--- src/design/mlfb_pkg.sv ---
// Shared types and constants of the memory LCD frame buffer.
package mlfb_pkg;

  localparam int unsigned COLS     = 128;
  localparam int unsigned BORDER   = 16;
  localparam logic [7:0]  OR_MAX_Y = 8'(127 - 16);

  localparam logic [2:0] FUNC_SET_PIXEL    = 3'd0;
  localparam logic [2:0] FUNC_OR_SIXTEEN   = 3'd1;
  localparam logic [2:0] FUNC_FILL_BLACK   = 3'd2;
  localparam logic [2:0] FUNC_FILL_WHITE   = 3'd3;
  localparam logic [2:0] FUNC_BORDERS      = 3'd4;
  localparam logic [2:0] FUNC_START_REFR   = 3'd5;
  localparam logic [2:0] FUNC_TICK         = 3'd6;

  localparam logic [1:0] KIND_ACK  = 2'd0;
  localparam logic [1:0] KIND_LINE = 2'd1;
  localparam logic [1:0] KIND_DONE = 2'd2;

  localparam logic [1:0] STAT_OK    = 2'd0;
  localparam logic [1:0] STAT_BUSY  = 2'd1;
  localparam logic [1:0] STAT_RANGE = 2'd2;

  localparam logic [63:0] BORDER_LO = 64'h0000_0000_0000_ffff;
  localparam logic [63:0] BORDER_HI = 64'hffff_0000_0000_0000;

  typedef enum logic [2:0] {
    OP_ACK,
    OP_RMW,
    OP_FILL,
    OP_LINES,
    OP_DONE
  } op_t;

  typedef enum logic [1:0] {
    FILL_BLACK,
    FILL_WHITE,
    FILL_BORDER
  } fill_t;

  typedef struct packed {
    op_t          op;
    logic [1:0]   status;
    fill_t        fill;
    logic [7:0]   row;
    logic [127:0] mask;
    logic         color;
  } cmd_t;

endpackage

--- src/design/mlfb_queue.sv ---
// Two-entry command queue between front and back end.
module mlfb_queue import mlfb_pkg::*; (
  input  logic clk,
  input  logic rst,
  input  logic push,
  input  cmd_t push_data,
  output logic full,
  input  logic pop,
  output logic empty,
  output cmd_t pop_data
);

  cmd_t       entry [2];
  logic       wr_ptr;
  logic       rd_ptr;
  logic [1:0] count;

  assign full     = count == 2'd2;
  assign empty    = count == 2'd0;
  assign pop_data = entry[rd_ptr];

  always_ff @(posedge clk) begin
    if (push) begin
      entry[wr_ptr] <= push_data;
    end
    if (rst) begin
      wr_ptr <= 1'b0;
      rd_ptr <= 1'b0;
      count  <= 2'd0;
    end else begin
      if (push) begin
        wr_ptr <= !wr_ptr;
      end
      if (pop) begin
        rd_ptr <= !rd_ptr;
      end
      count <= count + 2'(push) - 2'(pop);
    end
  end

endmodule

--- config.mk ---
export PLATFORM = sky130hd
export DESIGN_NAME = mlfb_queue
export DESIGN_NICKNAME = d
export VERILOG_FILES = /design/src/design/mlfb_pkg.sv /design/src/design/mlfb_queue.sv
export SDC_FILE = /design/constraint.sdc
export NUM_CORES = 1
export LEC_CHECK = 0
export CAP_MARGIN = 40
export CORE_MARGIN = 3
export CORE_UTILIZATION = 40
export CTS_BUF_LIST = sky130_fd_sc_hd__clkbuf_4 sky130_fd_sc_hd__clkbuf_8
export DETAILED_ROUTE_END_ITERATION = 8
export DONT_BUFFER_PORTS = 1
export PLACE_DENSITY = 0.55
export SYNTH_ARGS = -nofsm -noshare
export SYNTH_HDL_FRONTEND = slang
export SYNTH_SLANG_ARGS = --single-unit
--- constraint.sdc ---
create_clock -name clk -period 7.7 [get_ports clk]
set_clock_uncertainty 0.05 [all_clocks]
set_input_delay 0.385 -clock clk [delete_from_list [all_inputs] [get_ports clk]]
set_output_delay 0.385 -clock clk [all_outputs]
set_load 0.01 [all_outputs]
# After elaboration in Yosys (flattened, before gate mapping)
# Memories as Yosys holds them, arrays and structs flattened. A register that Yosys moved wholly into a read port is not among the register bits.
# Cells that the tools add are included.
[totals] in_bits=148 reg_bits=4 memories=1 output_inout_bits=146 word_cells=14 ramBits=288
[mem_list] name="entry" depth=2 width=144 rd=1 rd_clocked_by_memory_dff=1 write_ports=1 line_no="mlfb_queue.sv:13" text="cmd_t entry [2];"
[op_classes] n_reduce_logical=3 n_eq_ne=1 add_sub_neg=2 n_mux=4
[op_table] operator="$mux W1" n=4
[op_table] operator="$add A2 B1 Y2" n=1
[op_table] operator="$eq A2 B2 Y1 const B" n=1
[op_table] operator="$logic_not A1 Y1" n=2
[op_table] operator="$logic_not A2 Y1" n=1
[op_table] operator="$sub A2 B1 Y2" n=1

# Longest topological paths before layout
[depth] ltp_word=3 depth_mapped=6 mapped_depth_nobuf=6

# Worst setup path after synthesis
# Ideal clock, no wire load.
[synth_path] path_type="register -> register" start="register wr_ptr" end="memory entry[0][0] in the netlist's numbering (enable)" period_less_slack_ns=7.404 required_ns=6.983 t_arrival_ns=6.688 path_stages_with_launch=2 path_slack_ns=0.296 path_buffers=0 setup_ns=0.667 cell_sequence="dfxtp_1 nor2b_1"
[synth_rtl] element="from (decl)" line_no="mlfb_queue.sv:14" text="logic wr_ptr;"
[synth_rtl] element="from (signal assigned)" line_no="mlfb_queue.sv:32" text="wr_ptr <= !wr_ptr;"
[synth_rtl] element="to (decl)" line_no="mlfb_queue.sv:13"
# Straight into the memory's write port.

==> reports/results.tsv <==
metric	value	unit
WL per Instance	20.0	um
max frequency	0.325	GHz
Total Wirelength	20600	um
Synth async-reset ratio	0	%
Final HPWL DP	13000	um
Core Rows	59	
Crit path arrival time	2.64	ns
post-synth top area cell	edfxtp_1	
syn nets	619	
Setup crit start kind	register	
Yosys top cell area share	79.8	%
worst-skew pair later-pin latency	0.55	ns
VDD IR max	0.000186	V
final setup fails	0	
CTS sink cnt	293	
DRC	0	
chip height	171	um
number of synthesized flops with an enable pin	288	
pwr dens	259	nW/um^2
reg2reg end	entry[1][41]$_DFFE_PP_	
Lkg Pwr	4.72	nW
Tmin final	3.08	ns
Iteration-0 DRC Markers	253	
main flop type after synthesis	edfxtp_1	
Total Nets Final	808	
layout cells sized above 1	32.8	%
Die ar.	29100	um^2
via count of the first global-routing pass	5368	
Worst Hold Launch	pop	
DRT Pass-1 Iters	4	
worst slew pin tran	0.897	ns
Pwr Total	3.53	mW
via density per instance	4.86	
type of the most critical hold path	in -> reg	
H-tree lvl count	2	
register-to-register setup slack	4.88	ns
Mean Syn Cell Area	23.1	um^2
Max Cap Viol	0	
Synth Cell Area	10800	um^2
post-layout util	51.7	%
clock-pin slew on the worst setup and hold paths	0.06	ns
hold depth	3	
final design area excluding fillers	13600	um^2
total number of vias	5008	
CTS root buffer	clkbuf_8	
Post-synth top cells	edfxtp_1, mux2_2, mux2_4	
Final ANT Viol Nets	0	
GRT Total Usage	13.5	%
postcts setup bufs	0	
CP required	7.26	ns
CTS tree	done	
flops & latches, synth	293	
distinct cell type count after synthesis	13	
Fin. Hold Viols	0	
core area	26400	um^2
PortBufs	0	
fin crit share	40.0	%
antenna violations before repair	1	
Setup TNS	0	ns
gp weighted congestion	0.707	
Slew headroom	40.2	%
Post-Place Cell Area	11200	um^2
total grt overflow	0	
pin count of the biggest net entering global routing	112	
TritonCTS Buffers	49	
Fillers	2075	
Clock Tree Buf Depth	3	
RSZ-0062 raised after global routing	no	
synthesis-to-layout area growth	25.6	%
global-route wire length before repair	30500	um
worst-path maximum fanout	53	
Post-CTS Resized	0	
Post-Synthesis Cells	469	
status	complete, no violations	
die width	171	um
io pins	294	
nature of the critical path endpoint	output port	
Crit Path Category	reg -> out	
Hold EP	count[1]$_SDFF_PP0_	
Worst Hold Margin	0.114	ns
post-synthesis sequential area ratio	80.7	%
max-slew violations	0	
Starting Density	41.1	%
top area cells in the synthesized netlist	edfxtp_1, mux2_2, mux2_4	
Yosys warnings	0	
R2R depth	3	
reg2reg start	wr_ptr$_SDFFE_PP0P_	
most numerous cell in the Yosys netlist	edfxtp_1	
timing repair:
| item | 4_1_cts | 5_1_grt |
|---|---|---|
| hold buffers | 148 | 0 |
| endpoints found under the hold margin | 293 | 0 |
| endpoints found under the setup margin | 0 | 0 |
through the flow:
step	cells	worst slack, ns
floorplan	469	0.296
global placement	793	4.88
detailed placement	794	4.83
CTS	1030	4.51
global route	1031	4.44
finish	1031	4.62
sequential cells by signal (all words and copies together) (netlist names), named ones only:
name,cells
count,2
wr_ptr,1
entry,288
rd_ptr,1
critical path: stages (launching register included):
cell and delay (ns):
dfxtp_4 0.76, buf_4 0.77, mux2_2 0.45
cell usage in the layout (no fill, tap or decap):
cell type / n
nor2_1: 5
inv_1: 2
buf_12: 2
clkinv_1: 13
mux2_4: 60
clkbuf_4: 13
nor2b_4: 1
clkbuf_8: 49
nor2b_1: 2
diode_2: 1
edfxtp_1: 288
xnor3_1: 1
clkinv_2: 8
dfxtp_1: 4
mux2_2: 84
dlygate4sd3_1: 148
ha_1: 2
bufinv_16: 1
inv_6: 2
xnor2_1: 2
dfxtp_4: 1
buf_4: 4
and2_4: 1
clkinvlp_4: 2
final cells by class:
cell class	instances	area (um^2)	share of cell area [%]
clock buffer	62	772	5.67
inverter	2	7.51	0.0551
antenna	1	2.50	0.0184
sequential	293	8750	64.3
tap	335	419	3.08
multi-input combinational	158	1970	14.4
clock inverter	26	151	1.11
timing repair buffer	154	1550	11.4
worst max path at each step:
stage | endpoint | depth (start not counted) | slack, ns
after global routing | pop_data[2] | 2 | 4.44
after floorplan | entry[0][0]$_DFFE_PP_ | 1 | 0.30
after detailed placement | entry[1][45]$_DFFE_PP_ | 3 | 4.83
after global placement | entry[1][23]$_DFFE_PP_ | 3 | 4.88
final | pop_data[143] | 2 | 4.62
after CTS | pop_data[0] | 2 | 4.51
per-layer routing:
layer / track usage [%] / vias up / wire length, um
met5: 0 / - / 0
met3: 6.01 / 38 / 2250
met2: 21.8 / 247 / 9920
met4: 4.59 / 0 / 388
li1: - / 2259 / -
met1: 16.3 / 2464 / 8030
report_power, final:
group          leakage, nW  switching, mW  internal, mW
logic                 1.49          0.188         0.174
clock network        0.487          0.579         0.693
registers             2.75         0.0320          1.86
cells by family after synthesis:
group         after synthesis  share of synthesized area, %
xor+xnor                    3                         0.369
fa+ha+maj                   2                         0.231
simple gates                9                         0.404
flops                     293                          80.7
mux                       144                          17.0
buf+inv                    18                          1.27
No activity file was read; power rests on OpenSTA's default activity.
