==> config.mk <==
export PLATFORM = sky130hd
export DESIGN_NAME = mlfb_front_flat
export DESIGN_NICKNAME = d
export VERILOG_FILES = /design/src/design/mlfb_pkg.sv /design/src/design/mlfb_in_if.sv /design/src/design/mlfb_front.sv /design/src/flat_wrapper.sv
export SDC_FILE = /design/constraint.sdc
export NUM_CORES = 1
export LEC_CHECK = 0
export ABC_AREA = 0
export BUFFER_PORTS_ARGS = -buffer_cell sky130_fd_sc_hd__buf_4
export CAP_MARGIN = 0
export CORE_ASPECT_RATIO = 0.5
export CORE_MARGIN = 4
export CORE_UTILIZATION = 43
export DETAILED_ROUTE_END_ITERATION = 16
export PLACE_DENSITY = 0.79
export SYNTH_ARGS = -nofsm -noshare
export SYNTH_HDL_FRONTEND = slang
export SYNTH_SLANG_ARGS = --single-unit
==> constraint.sdc <==
create_clock -name clk -period 2.5 [get_ports clk]
set_input_delay 0.5 -clock clk [delete_from_list [all_inputs] [get_ports clk]]
set_output_delay 0.5 -clock clk [all_outputs]
set_load 0.005 [all_outputs]
==> src/design/mlfb_pkg.sv <==
// Shared types and constants of the memory LCD frame buffer.
package mlfb_pkg;

  localparam int unsigned COLS     = 128;
  localparam int unsigned BORDER   = 16;
  localparam logic [7:0]  OR_MAX_Y = 8'(127 - 16);

  localparam logic [2:0] FUNC_SET_PIXEL    = 3'd0;
  localparam logic [2:0] FUNC_OR_SIXTEEN   = 3'd1;
  localparam logic [2:0] FUNC_FILL_BLACK   = 3'd2;
  localparam logic [2:0] FUNC_FILL_WHITE   = 3'd3;
  localparam logic [2:0] FUNC_BORDERS      = 3'd4;
  localparam logic [2:0] FUNC_START_REFR   = 3'd5;
  localparam logic [2:0] FUNC_TICK         = 3'd6;

  localparam logic [1:0] KIND_ACK  = 2'd0;
  localparam logic [1:0] KIND_LINE = 2'd1;
  localparam logic [1:0] KIND_DONE = 2'd2;

  localparam logic [1:0] STAT_OK    = 2'd0;
  localparam logic [1:0] STAT_BUSY  = 2'd1;
  localparam logic [1:0] STAT_RANGE = 2'd2;

  localparam logic [63:0] BORDER_LO = 64'h0000_0000_0000_ffff;
  localparam logic [63:0] BORDER_HI = 64'hffff_0000_0000_0000;

  typedef enum logic [2:0] {
    OP_ACK,
    OP_RMW,
    OP_FILL,
    OP_LINES,
    OP_DONE
  } op_t;

  typedef enum logic [1:0] {
    FILL_BLACK,
    FILL_WHITE,
    FILL_BORDER
  } fill_t;

  typedef struct packed {
    op_t          op;
    logic [1:0]   status;
    fill_t        fill;
    logic [7:0]   row;
    logic [127:0] mask;
    logic         color;
  } cmd_t;

endpackage

==> src/design/mlfb_in_if.sv <==
// Operation channel of the frame buffer.
interface mlfb_in_if;
  logic        valid;
  logic        ready;
  logic [2:0]  func;
  logic [7:0]  coord_x;
  logic [7:0]  coord_y;
  logic        color;
  logic [15:0] pattern;

  modport source(output valid, func, coord_x, coord_y, color, pattern, input ready);
  modport sink(input valid, func, coord_x, coord_y, color, pattern, output ready);
endinterface

==> src/design/mlfb_front.sv <==
// Front end: accepts operations, checks ranges, tracks refresh progress, queues commands.
module mlfb_front import mlfb_pkg::*; #(
  parameter int unsigned LINES          = 128,
  parameter int unsigned LINES_PER_TICK = 16
) (
  input  logic      clk,
  input  logic      rst,
  mlfb_in_if.sink   cmd,
  input  logic      q_full,
  input  logic      init_busy,
  output logic      q_push,
  output cmd_t      q_data
);

  localparam int unsigned NLW = $clog2(LINES + 1);
  localparam int unsigned SW  = $clog2(LINES + LINES_PER_TICK + 1);

  logic [NLW-1:0] next_line;
  logic           refresh_done;
  logic [SW-1:0]  sum;
  logic           can_send;
  logic           y_out;
  logic           x_out;

  assign cmd.ready = !q_full && !init_busy;
  assign q_push    = cmd.valid && cmd.ready;

  assign sum      = SW'(next_line) + SW'(LINES_PER_TICK);
  assign can_send = !refresh_done && (sum <= SW'(LINES));
  assign y_out    = {1'b0, cmd.coord_y} >= 9'(LINES);
  assign x_out    = {1'b0, cmd.coord_x} >= 9'(LINES);

  always_comb begin
    q_data        = '0;
    q_data.op     = OP_ACK;
    q_data.status = STAT_OK;
    q_data.fill   = FILL_WHITE;
    unique case (cmd.func)
      FUNC_SET_PIXEL: begin
        if (cmd.coord_x[7] || y_out) begin
          q_data.status = STAT_RANGE;
        end else begin
          q_data.op    = OP_RMW;
          q_data.row   = cmd.coord_y;
          q_data.mask  = 128'(1) << cmd.coord_x[6:0];
          q_data.color = cmd.color;
        end
      end
      FUNC_OR_SIXTEEN: begin
        priority if (!refresh_done) begin
          q_data.status = STAT_BUSY;
        end else if (x_out || (cmd.coord_y > OR_MAX_Y)) begin
          q_data.status = STAT_RANGE;
        end else begin
          q_data.op    = OP_RMW;
          q_data.row   = cmd.coord_x;
          q_data.mask  = 128'(cmd.pattern) << (OR_MAX_Y[6:0] - cmd.coord_y[6:0]);
          q_data.color = 1'b1;
        end
      end
      FUNC_FILL_BLACK: begin
        q_data.op   = OP_FILL;
        q_data.fill = FILL_BLACK;
      end
      FUNC_FILL_WHITE: begin
        q_data.op   = OP_FILL;
        q_data.fill = FILL_WHITE;
      end
      FUNC_BORDERS: begin
        q_data.op   = OP_FILL;
        q_data.fill = FILL_BORDER;
      end
      FUNC_TICK: begin
        if (can_send) begin
          q_data.op  = OP_LINES;
          q_data.row = 8'(next_line);
        end else begin
          q_data.op = OP_DONE;
        end
      end
      default: begin
      end
    endcase
  end

  always_ff @(posedge clk) begin
    if (rst) begin
      next_line    <= '0;
      refresh_done <= 1'b0;
    end else if (q_push) begin
      if (cmd.func == FUNC_START_REFR) begin
        next_line    <= '0;
        refresh_done <= 1'b0;
      end else if (cmd.func == FUNC_TICK) begin
        if (can_send) begin
          next_line <= NLW'(sum);
        end else begin
          refresh_done <= 1'b1;
        end
      end
    end
  end

endmodule

==> src/flat_wrapper.sv <==
// flat-port wrapper written by rule: the top's interface ports become plain ports
module mlfb_front_flat import mlfb_pkg::*;
#(
  parameter int unsigned LINES          = 128,
  parameter int unsigned LINES_PER_TICK = 16
)
  (clk, rst, q_full, init_busy, q_push, q_data, cmd_valid, cmd_func, cmd_coord_x, cmd_coord_y, cmd_color, cmd_pattern, cmd_ready);
  mlfb_in_if cmd_i ();
  input  logic clk;
  input  logic rst;
  input  logic q_full;
  input  logic init_busy;
  output logic q_push;
  output cmd_t q_data;
  input wire logic [$bits(cmd_i.valid)-1:0] cmd_valid;
  input wire logic [$bits(cmd_i.func)-1:0] cmd_func;
  input wire logic [$bits(cmd_i.coord_x)-1:0] cmd_coord_x;
  input wire logic [$bits(cmd_i.coord_y)-1:0] cmd_coord_y;
  input wire logic [$bits(cmd_i.color)-1:0] cmd_color;
  input wire logic [$bits(cmd_i.pattern)-1:0] cmd_pattern;
  output wire logic [$bits(cmd_i.ready)-1:0] cmd_ready;
  assign cmd_i.valid = cmd_valid;
  assign cmd_i.func = cmd_func;
  assign cmd_i.coord_x = cmd_coord_x;
  assign cmd_i.coord_y = cmd_coord_y;
  assign cmd_i.color = cmd_color;
  assign cmd_i.pattern = cmd_pattern;
  assign cmd_ready = cmd_i.ready;
  mlfb_front #(.LINES(LINES), .LINES_PER_TICK(LINES_PER_TICK)) u_core (.clk(clk), .rst(rst), .cmd(cmd_i), .q_full(q_full), .init_busy(init_busy), .q_push(q_push), .q_data(q_data));
endmodule
==> flow_summary.json, run 1 <==
{
  "cts_inserted_buffers": 3,
  "netlist.area_leader.share_pct": 15.06,
  "synthMuxAreaShare_pct": 17.10,
  "floorplan.initialDensity_pct": 45.42,
  "cts_max_path_buffers": 2,
  "synth_fa_ha_area_share_pct": 2.008,
  "worstEpCategory": "primary output",
  "cts.sink_count": 5,
  "synthArstFlopShare_pct": 0,
  "crit_endpoint": "q_data[95]",
  "place_area_um2": 6379,
  "synthSimpleGateAreaFrac_pct": 26.71,
  "die_w_um": 139.9,
  "die_h_um": 73.94,
  "ys_ff_latch": 5,
  "hpwl_um": 17870,
  "io_pins": 187,
  "synth_edf_count": 0,
  "synth_xor_area_share_pct": 0.4685,
  "toolErrorMsg": "[ERROR DPL-0038] Utilization greater than 100%, impossible to legalize",
  "synth_compound_area_share_pct": 44.01,
  "status": "aborted with a tool error",
  "ctsRootBufferMaster": "clkbuf_16",
  "yosys.area.top_type": "o22ai_1",
  "synth_cells": 546,
  "yosysWarnings": 0,
  "rows": 23,
  "gp_congestion": 1.080,
  "synth_area_leaders": "o22ai_1 (15%), nand2_1 (7.3%), mux4_2 (7.2%)",
  "synth_top_family_by_area": "compound AO/OA/AOI/OAI gates",
  "yosys_most_used_dff": "dfxtp_1",
  "portBuffers": 186,
  "grt_max_degree": 19,
  "postSynthAreaPerCell_um2": 6.847,
  "synth.distinct_cells": 75,
  "synth_area_um2": 3739,
  "postCtsHoldBufs": 0,
  "cts.htree.levels": 1,
  "ys_seq_area_share_pct": 2.677,
  "stop_stage": "5_1_grt",
  "synth_fp_nets": 593
}
## logic make-up after synthesis
kind of cell / Yosys count
xor+xnor: 2
buf+inv: 60
flops: 5
mux: 45
simple gates: 204
fa+ha+maj: 6
compound gates: 224
## synthesized netlist by cell type, types with 3 or more instances
cell      instances
o22ai_1          90
nand2_1          73
nor2_1           36
clkbuf_1         35
o221ai_1         28
nand3_1          23
mux2i_1          16
mux2_2           15
mux4_2           12
a21oi_1          11
inv_1            11
o21ai_0          11
nor3_1           10
and2_1            9
nand2b_1          9
a22oi_1           8
buf_2             8
nor2b_1           8
and3_1            7
nand4_1           7
o21a_1            7
o32ai_1           7
ha_1              6
a22o_1            5
dfxtp_1           5
o211ai_1          5
or3_1             5
a221o_1           4
a31oi_1           4
o21ai_1           4
o22a_1            4
a211oi_2          3
a21o_1            3
a222oi_1          3
nand3b_1          3
nor4_1            3
## per-stage QoR
step           hold slack (ps)  worst slack [ps]  std cells  setup TNS [ps]
3_5_place_dp             542.2            -407.2        960          -35270
2_1_floorplan            480.2            -41.30        546          -129.7
4_1_cts                  559.9            -184.2        980          -12540
3_3_place_gp             508.5            -351.3        960          -30710
## repair_timing
item / 4_1_cts
cloned: 3
pin swaps: 72
setup buffers: 20
setup endpoints to repair: 135
gates resized for setup: 220
==> run 2, diff against run 1 <==
CORE_ASPECT_RATIO = not set   (was 0.5)
CORE_UTILIZATION = 40   (was 43)
PLACE_DENSITY = not set   (was 0.79)
PLACE_DENSITY_LB_ADDON = 0.15   (was not set)
clock period = 3.2 ns   (was 2.5 ns; I/O delays follow)
==> flow_summary.json, run 2 <==
{
  "wirelength_um": 20830,
  "synth_most_common_cell": "o22ai_1",
  "vias": 6066,
  "switching_share_pct": 49.57,
  "finalPower_uw": 764.2,
  "die_h_um": 104.7,
  "rsz0062_at_grt": "false",
  "yosys-top-cells-count": "o22ai_1 (90), nand2_1 (73), nor2_1 (36)",
  "cts.sink_count": 5,
  "gp_congestion": 1.089,
  "wl_per_cell_um": 24.02,
  "clock.fmax_mhz": 314.5,
  "pwr-share-clk_pct": 15.8,
  "coreArea_um2": 9153,
  "vias_per_cell": 6.997,
  "grt_pass1_wl_um": 31800,
  "fin_crit_ps": 3180,
  "wl_met1_um": 8517,
  "path_clk_slew_ps": 40,
  "final_common_cell": "buf_4",
  "fill_cells": 855,
  "cts.htree.levels": 1,
  "postSynthAreaPerCell_um2": 6.847,
  "antenna-diode-count": 0,
  "leakagePower_uw": 0.002421,
  "mostFrequentLayoutCells": "buf_4 (248), o22ai_1 (90), nand2_1 (72), nor2_1 (36), o221ai_1 (27)",
  "drt_iter0_drc": 915,
  "synth_area_leaders": "o22ai_1 (15%), nand2_1 (7.3%), mux4_2 (7.2%)",
  "p_seq_share_pct": 8.3,
  "worst_slew_pin_slew_ps": 632.0,
  "cp-start-kind": "input pin",
  "highest_layer": "met4",
  "cts_tree": "done",
  "slew_headroom_pct": 57.42,
  "syn_to_final_growth_pct": 53.01,
  "cp_num_buf_inv": 2,
  "portBuffers": 186,
  "r2r_slack_ps": 1150,
  "crit_family": "multiplexers",
  "largest_reg_flops": 4,
  "setup_viol": 0,
  "switchingPower_uw": 378.8,
  "slowest_stage": "mux4_2",
  "cts_max_path_buffers": 2,
  "required_ps": 2560,
  "dr_wl_met2_um": 9142,
  "cts_inserted_buffers": 3,
  "cp_max_fo": 14,
  "ant_nets": 0,
  "power_frac_comb_pct": 75.9,
  "synthArstFlopShare_pct": 0,
  "p_int_uw": 385.4,
  "finalMaxSlewViolations": 0,
  "critPathKind": "in2out",
  "yosys_most_used_dff": "dfxtp_1",
  "io_pins": 187,
  "hpwl_um": 16520,
  "ys_seq_area_share_pct": 2.677,
  "rows": 35,
  "grt_max_degree": 26,
  "grt-ovfl-total": 0,
  "ctsRootBufferMaster": "clkbuf_8",
  "clock-skew-final_ps": 3.328,
  "synth_area_um2": 3739,
  "seq_area_um2": 100.1,
  "worst_setup_path_end_kind": "output port",
  "die_w_um": 104.7,
  "fin_ws_ps": 20.10,
  "reg_top3": "u_core.next_line x4, u_core.refresh_done x1",
  "slowest_delay_ps": 550,
  "cp.arrival_ps": 2540,
  "peakVddDrop_mv": 0.1551,
  "ys_ff_latch": 5,
  "yosys.area.top_type": "o22ai_1",
  "p_per_area_nw_per_um2": 133.6,
  "grtUsageTotal_pct": 35.57,
  "drtPass1Iterations": 9,
  "status": "complete, no violations",
  "tns_ps": 0,
  "synth.distinct_cells": 75,
  "nNetsFinal": 804,
  "hold_viol": 0,
  "floorplan.initialDensity_pct": 40.85,
  "layout-drive-gt1-share_pct": 41.53,
  "path_cells": "buf_6, mux4_2, mux2_2, a22oi_2, o31a_1, o22ai_1, buf_4",
  "max_cap_violations": 0,
  "regMostFlops": "u_core.next_line",
  "grt_pass1_vias": 5692,
  "drc": 0,
  "synth_cells": 546,
  "dp_worst_setup_slack_ps": -28.77,
  "yosysWarnings": 0,
  "die_area_um2": 10960,
  "antenna_found_initial": 0,
  "insertion_delay_ps": 230,
  "multi_input_area_um2": 3431,
  "wl_met3_um": 2250,
  "synth_fp_nets": 593,
  "fin_crit_sh_pct": 99.37,
  "synth_edf_count": 0,
  "hold_class": "reg2reg",
  "netlist.area_leader.share_pct": 15.06
}
-- run 2: cell counts after synthesis --
Identical to the previous run, type by type.
-- run 2: worst paths after layout --
path	startpoint	to	cells after the start
worst max-delay path	cmd_coord_y[0]	q_data[44]	7
worst min-delay path	u_core.next_line[5]	u_core.next_line[5]	2
worst max register to register	u_core.next_line[4]	u_core.next_line[7]	6
worst min register to register	u_core.next_line[5]	u_core.next_line[5]	2
-- run 2: kinds of logic after synthesis --
family	synth area share [%]
buffers and inverters	7.028
and+or+nand+nor	26.71
xor gates and xnor gates	0.4686
AOI/OAI and AO/OA	44.01
DFF	2.677
muxes	17.10
adders and majority gates	2.008
-- run 2: power groups by stage --
stage	clock network (uW)	registers, uW	logic (uW)
after CTS	122	63.2	544
final	121	63.2	580
after global routing	130	63.2	609
after detailed placement	0	64.1	540
after floorplan	0	64.0	303
after global placement	0	64.1	535
-- run 2: cell type report --
class	count	share of cell area, %
multi-input cells	481	59.97
well taps	111	2.428
repair buffers	254	34.27
inverters	12	0.7874
clock buffers	4	0.7874
flip-flops and latches	5	1.750
-- run 2: routing by layer --
metal	global-route usage (%)	vias to the layer above
met2	56.92	496
li1	-	2650
met1	48.25	2827
met5	0	-
met4	12.09	0
met3	6.238	93
-- run 2: repair_timing --
| action | CTS | global route |
|---|---|---|
| gates resized for setup | 1 | 20 |
| cloned | 0 | 1 |
| setup endpoints to repair | 2 | 70 |
| setup buffers | 0 | 2 |
| hold buffers | 0 | 0 |
| pin swaps | 0 | 2 |
-- run 2: through the flow --
| step | cell area (um2) | std cells | utilization (%) | hold slack (ps) |
|---|---|---|---|---|
| global placement | 5557 | 860 | 60.71 | 508.8 |
| detailed placement | 5557 | 860 | 60.71 | 553.3 |
| floorplan | 3739 | 546 | - | 480.2 |
| CTS | 5607 | 864 | 61.26 | 554.1 |
| finish | 5720 | 867 | 62.50 | 558.4 |
| global route | 5720 | 867 | 62.50 | 613.1 |
-- run 2: worst min-delay path, delay by kind of cell, from the launching register on --
family          cells  cell delay (ps)
flops               1              360
compound gates      1               60
simple gates        1               80
No activity file was read; power rests on OpenSTA's default activity.
==> run 3, diff against run 2 <==
GPL_TIMING_DRIVEN = 0   (was not set)
clock period = 3.6 ns   (was 3.2 ns; I/O delays follow)
==> flow_summary.json, run 3 (synthesized netlist as in run 2, its figures left out) <==
{
  "pwr-share-clk_pct": 16.9,
  "syn_to_final_growth_pct": 47.59,
  "cts_max_path_buffers": 2,
  "drc": 0,
  "switching_share_pct": 53.30,
  "cts_inserted_buffers": 3,
  "nNetsFinal": 783,
  "leakagePower_uw": 0.002246,
  "floorplan.initialDensity_pct": 40.85,
  "multi_input_area_um2": 3542,
  "grt_max_degree": 12,
  "final_common_cell": "buf_4",
  "fin_crit_ps": 3577,
  "switchingPower_uw": 346.5,
  "antenna_found_initial": 0,
  "critPathKind": "in2out",
  "grtUsageTotal_pct": 37.16,
  "worst_slew_pin_slew_ps": 677.3,
  "placed_cells": 839,
  "stdcell_count": 846,
  "power_frac_comb_pct": 74.4,
  "clock-skew-final_ps": 3.124,
  "max_cap_violations": 0,
  "hold_viol": 0,
  "portBuffers": 182,
  "startpoint": "cmd_coord_y[0]",
  "regMostFlops": "u_core.next_line",
  "insertion_delay_ps": 230,
  "slew_headroom_pct": 54.50,
  "antenna-diode-count": 0,
  "cp_max_fo": 6,
  "gp_congestion": 1.092,
  "die_w_um": 104.7,
  "required_ps": 2880,
  "mostFrequentLayoutCells": "buf_4 (186), o22ai_1 (88), nand2_1 (73), nor2_1 (36), o221ai_1 (28)",
  "path_clk_slew_ps": 40,
  "io_pins": 187,
  "clock.fmax_mhz": 279.6,
  "wl_per_cell_um": 25.80,
  "r2r_slack_ps": 1570,
  "cp-start-kind": "input pin",
  "p_seq_share_pct": 8.6,
  "finalMaxSlewViolations": 0,
  "postCtsHoldBufs": 0,
  "r2r-end": "u_core.next_line[6]",
  "seq_area_um2": 100.1,
  "largest_reg_flops": 4,
  "rsz0062_at_grt": "true",
  "setup.worst_path.end": "q_data[121]",
  "ant_nets": 0,
  "grt-ovfl-total": 0,
  "wirelength_um": 21830,
  "tns_ps": 0,
  "cts_tree": "done",
  "rows": 35,
  "place_area_um2": 5244,
  "rr_worst_depth": 6,
  "fill_cells": 860,
  "drtPass1Iterations": 6,
  "reg_top3": "u_core.next_line x4, u_core.refresh_done x1",
  "hold_class": "reg2reg",
  "cts.sink_count": 5,
  "fin_crit_sh_pct": 99.36,
  "vias_per_cell": 7.300,
  "setup_viol": 0,
  "layout-drive-gt1-share_pct": 37.69,
  "hold_slack_ps": 553.4,
  "die_area_um2": 10960,
  "coreArea_um2": 9153,
  "die_h_um": 104.7,
  "ctsRootBufferMaster": "clkbuf_8",
  "vias": 6176,
  "worst_setup_path_end_kind": "output port",
  "peakVddDrop_mv": 0.1333,
  "timing.rr.start": "u_core.next_line[4]",
  "cp.arrival_ps": 2860,
  "drt_iter0_drc": 886,
  "grt_pass1_wl_um": 32850,
  "grt_pass1_vias": 5719,
  "hpwl_um": 17110,
  "final_cell_area_um2": 5518,
  "status": "complete, no violations",
  "p_per_area_nw_per_um2": 117.8,
  "cts.htree.levels": 1,
  "p_int_uw": 303.5
}
==> run 3: changes by cell type in the layout (fill, tap and decap cells not counted), sizes merged <==
| cell | delta |
|---|---|
| clkbuf | +33 |
| buf | -54 |
==> run 3: stage by stage <==
| stage | setup slack, ps | total power [uW] | utilization, % |
|---|---|---|---|
| floorplan | 416.1 | 326.3 | - |
| global placement | -601.0 | 485.5 | 57.29 |
| detailed placement | -593.6 | 489.4 | 57.29 |
| CTS | -40.60 | 607.7 | 58.36 |
| global route | -20.16 | 676.9 | 60.29 |
| finish | 23.07 | 650.0 | 60.29 |
==> run 3: layer usage <==
layer | wire length [um] | vias up | GRT usage [%]
li1 | - | 2607 | -
met1 | 8084 | 2892 | 48.23
met2 | 9833 | 564 | 59.46
met3 | 2928 | 113 | 9.141
met4 | 980 | 0 | 14.15
met5 | 0 | - | 0
==> run 3: critical path, stage by stage <==
cell and delay, ps:
buf_2 190, mux4_2 600, a21oi_2 340, a2bb2oi_2 370, o22a_1 320, o22ai_1 140, buf_4 180
==> run 3: layout make-up <==
class | count | share of cell area (%)
Tap cell | 111 | 2.517
Buffer | 47 | 4.535
Inverter | 12 | 0.8163
Sequential cell | 5 | 1.814
Multi-Input combinational cell | 481 | 64.20
Timing Repair Buffer | 186 | 25.31
Clock buffer | 4 | 0.8163
==> run 3: power groups by stage <==
| stage | registers (uW) | logic [uW] | clock network [uW] |
|---|---|---|---|
| 2_1_floorplan | 56.9 | 269 | 0 |
| 3_3_place_gp | 57.0 | 428 | 0 |
| 3_5_place_dp | 57.0 | 432 | 0 |
| 4_1_cts | 56.2 | 439 | 112 |
| 5_1_grt | 56.2 | 506 | 115 |
| 6_report | 56.2 | 484 | 110 |
==> run 3: what timing repair did <==
item,4_1_cts,5_1_grt
pin swaps,1,6
gates cloned,0,0
hold endpoints to repair,0,0
setup endpoints to repair,114,108
gates resized for setup,17,42
buffers inserted,1,3
==> run 3: worst min-delay path by stage <==
stage                                endpoint  cells after the start  slack (ps)           startpoint
after floorplan           u_core.next_line[7]                      2         480  u_core.next_line[7]
after global placement    u_core.next_line[7]                      2         510  u_core.next_line[7]
after detailed placement  u_core.next_line[7]                      2         550  u_core.next_line[7]
after CTS                 u_core.next_line[7]                      2         550  u_core.next_line[7]
after global routing      u_core.next_line[7]                      2         560  u_core.next_line[7]
final                     u_core.next_line[7]                      2         550  u_core.next_line[7]
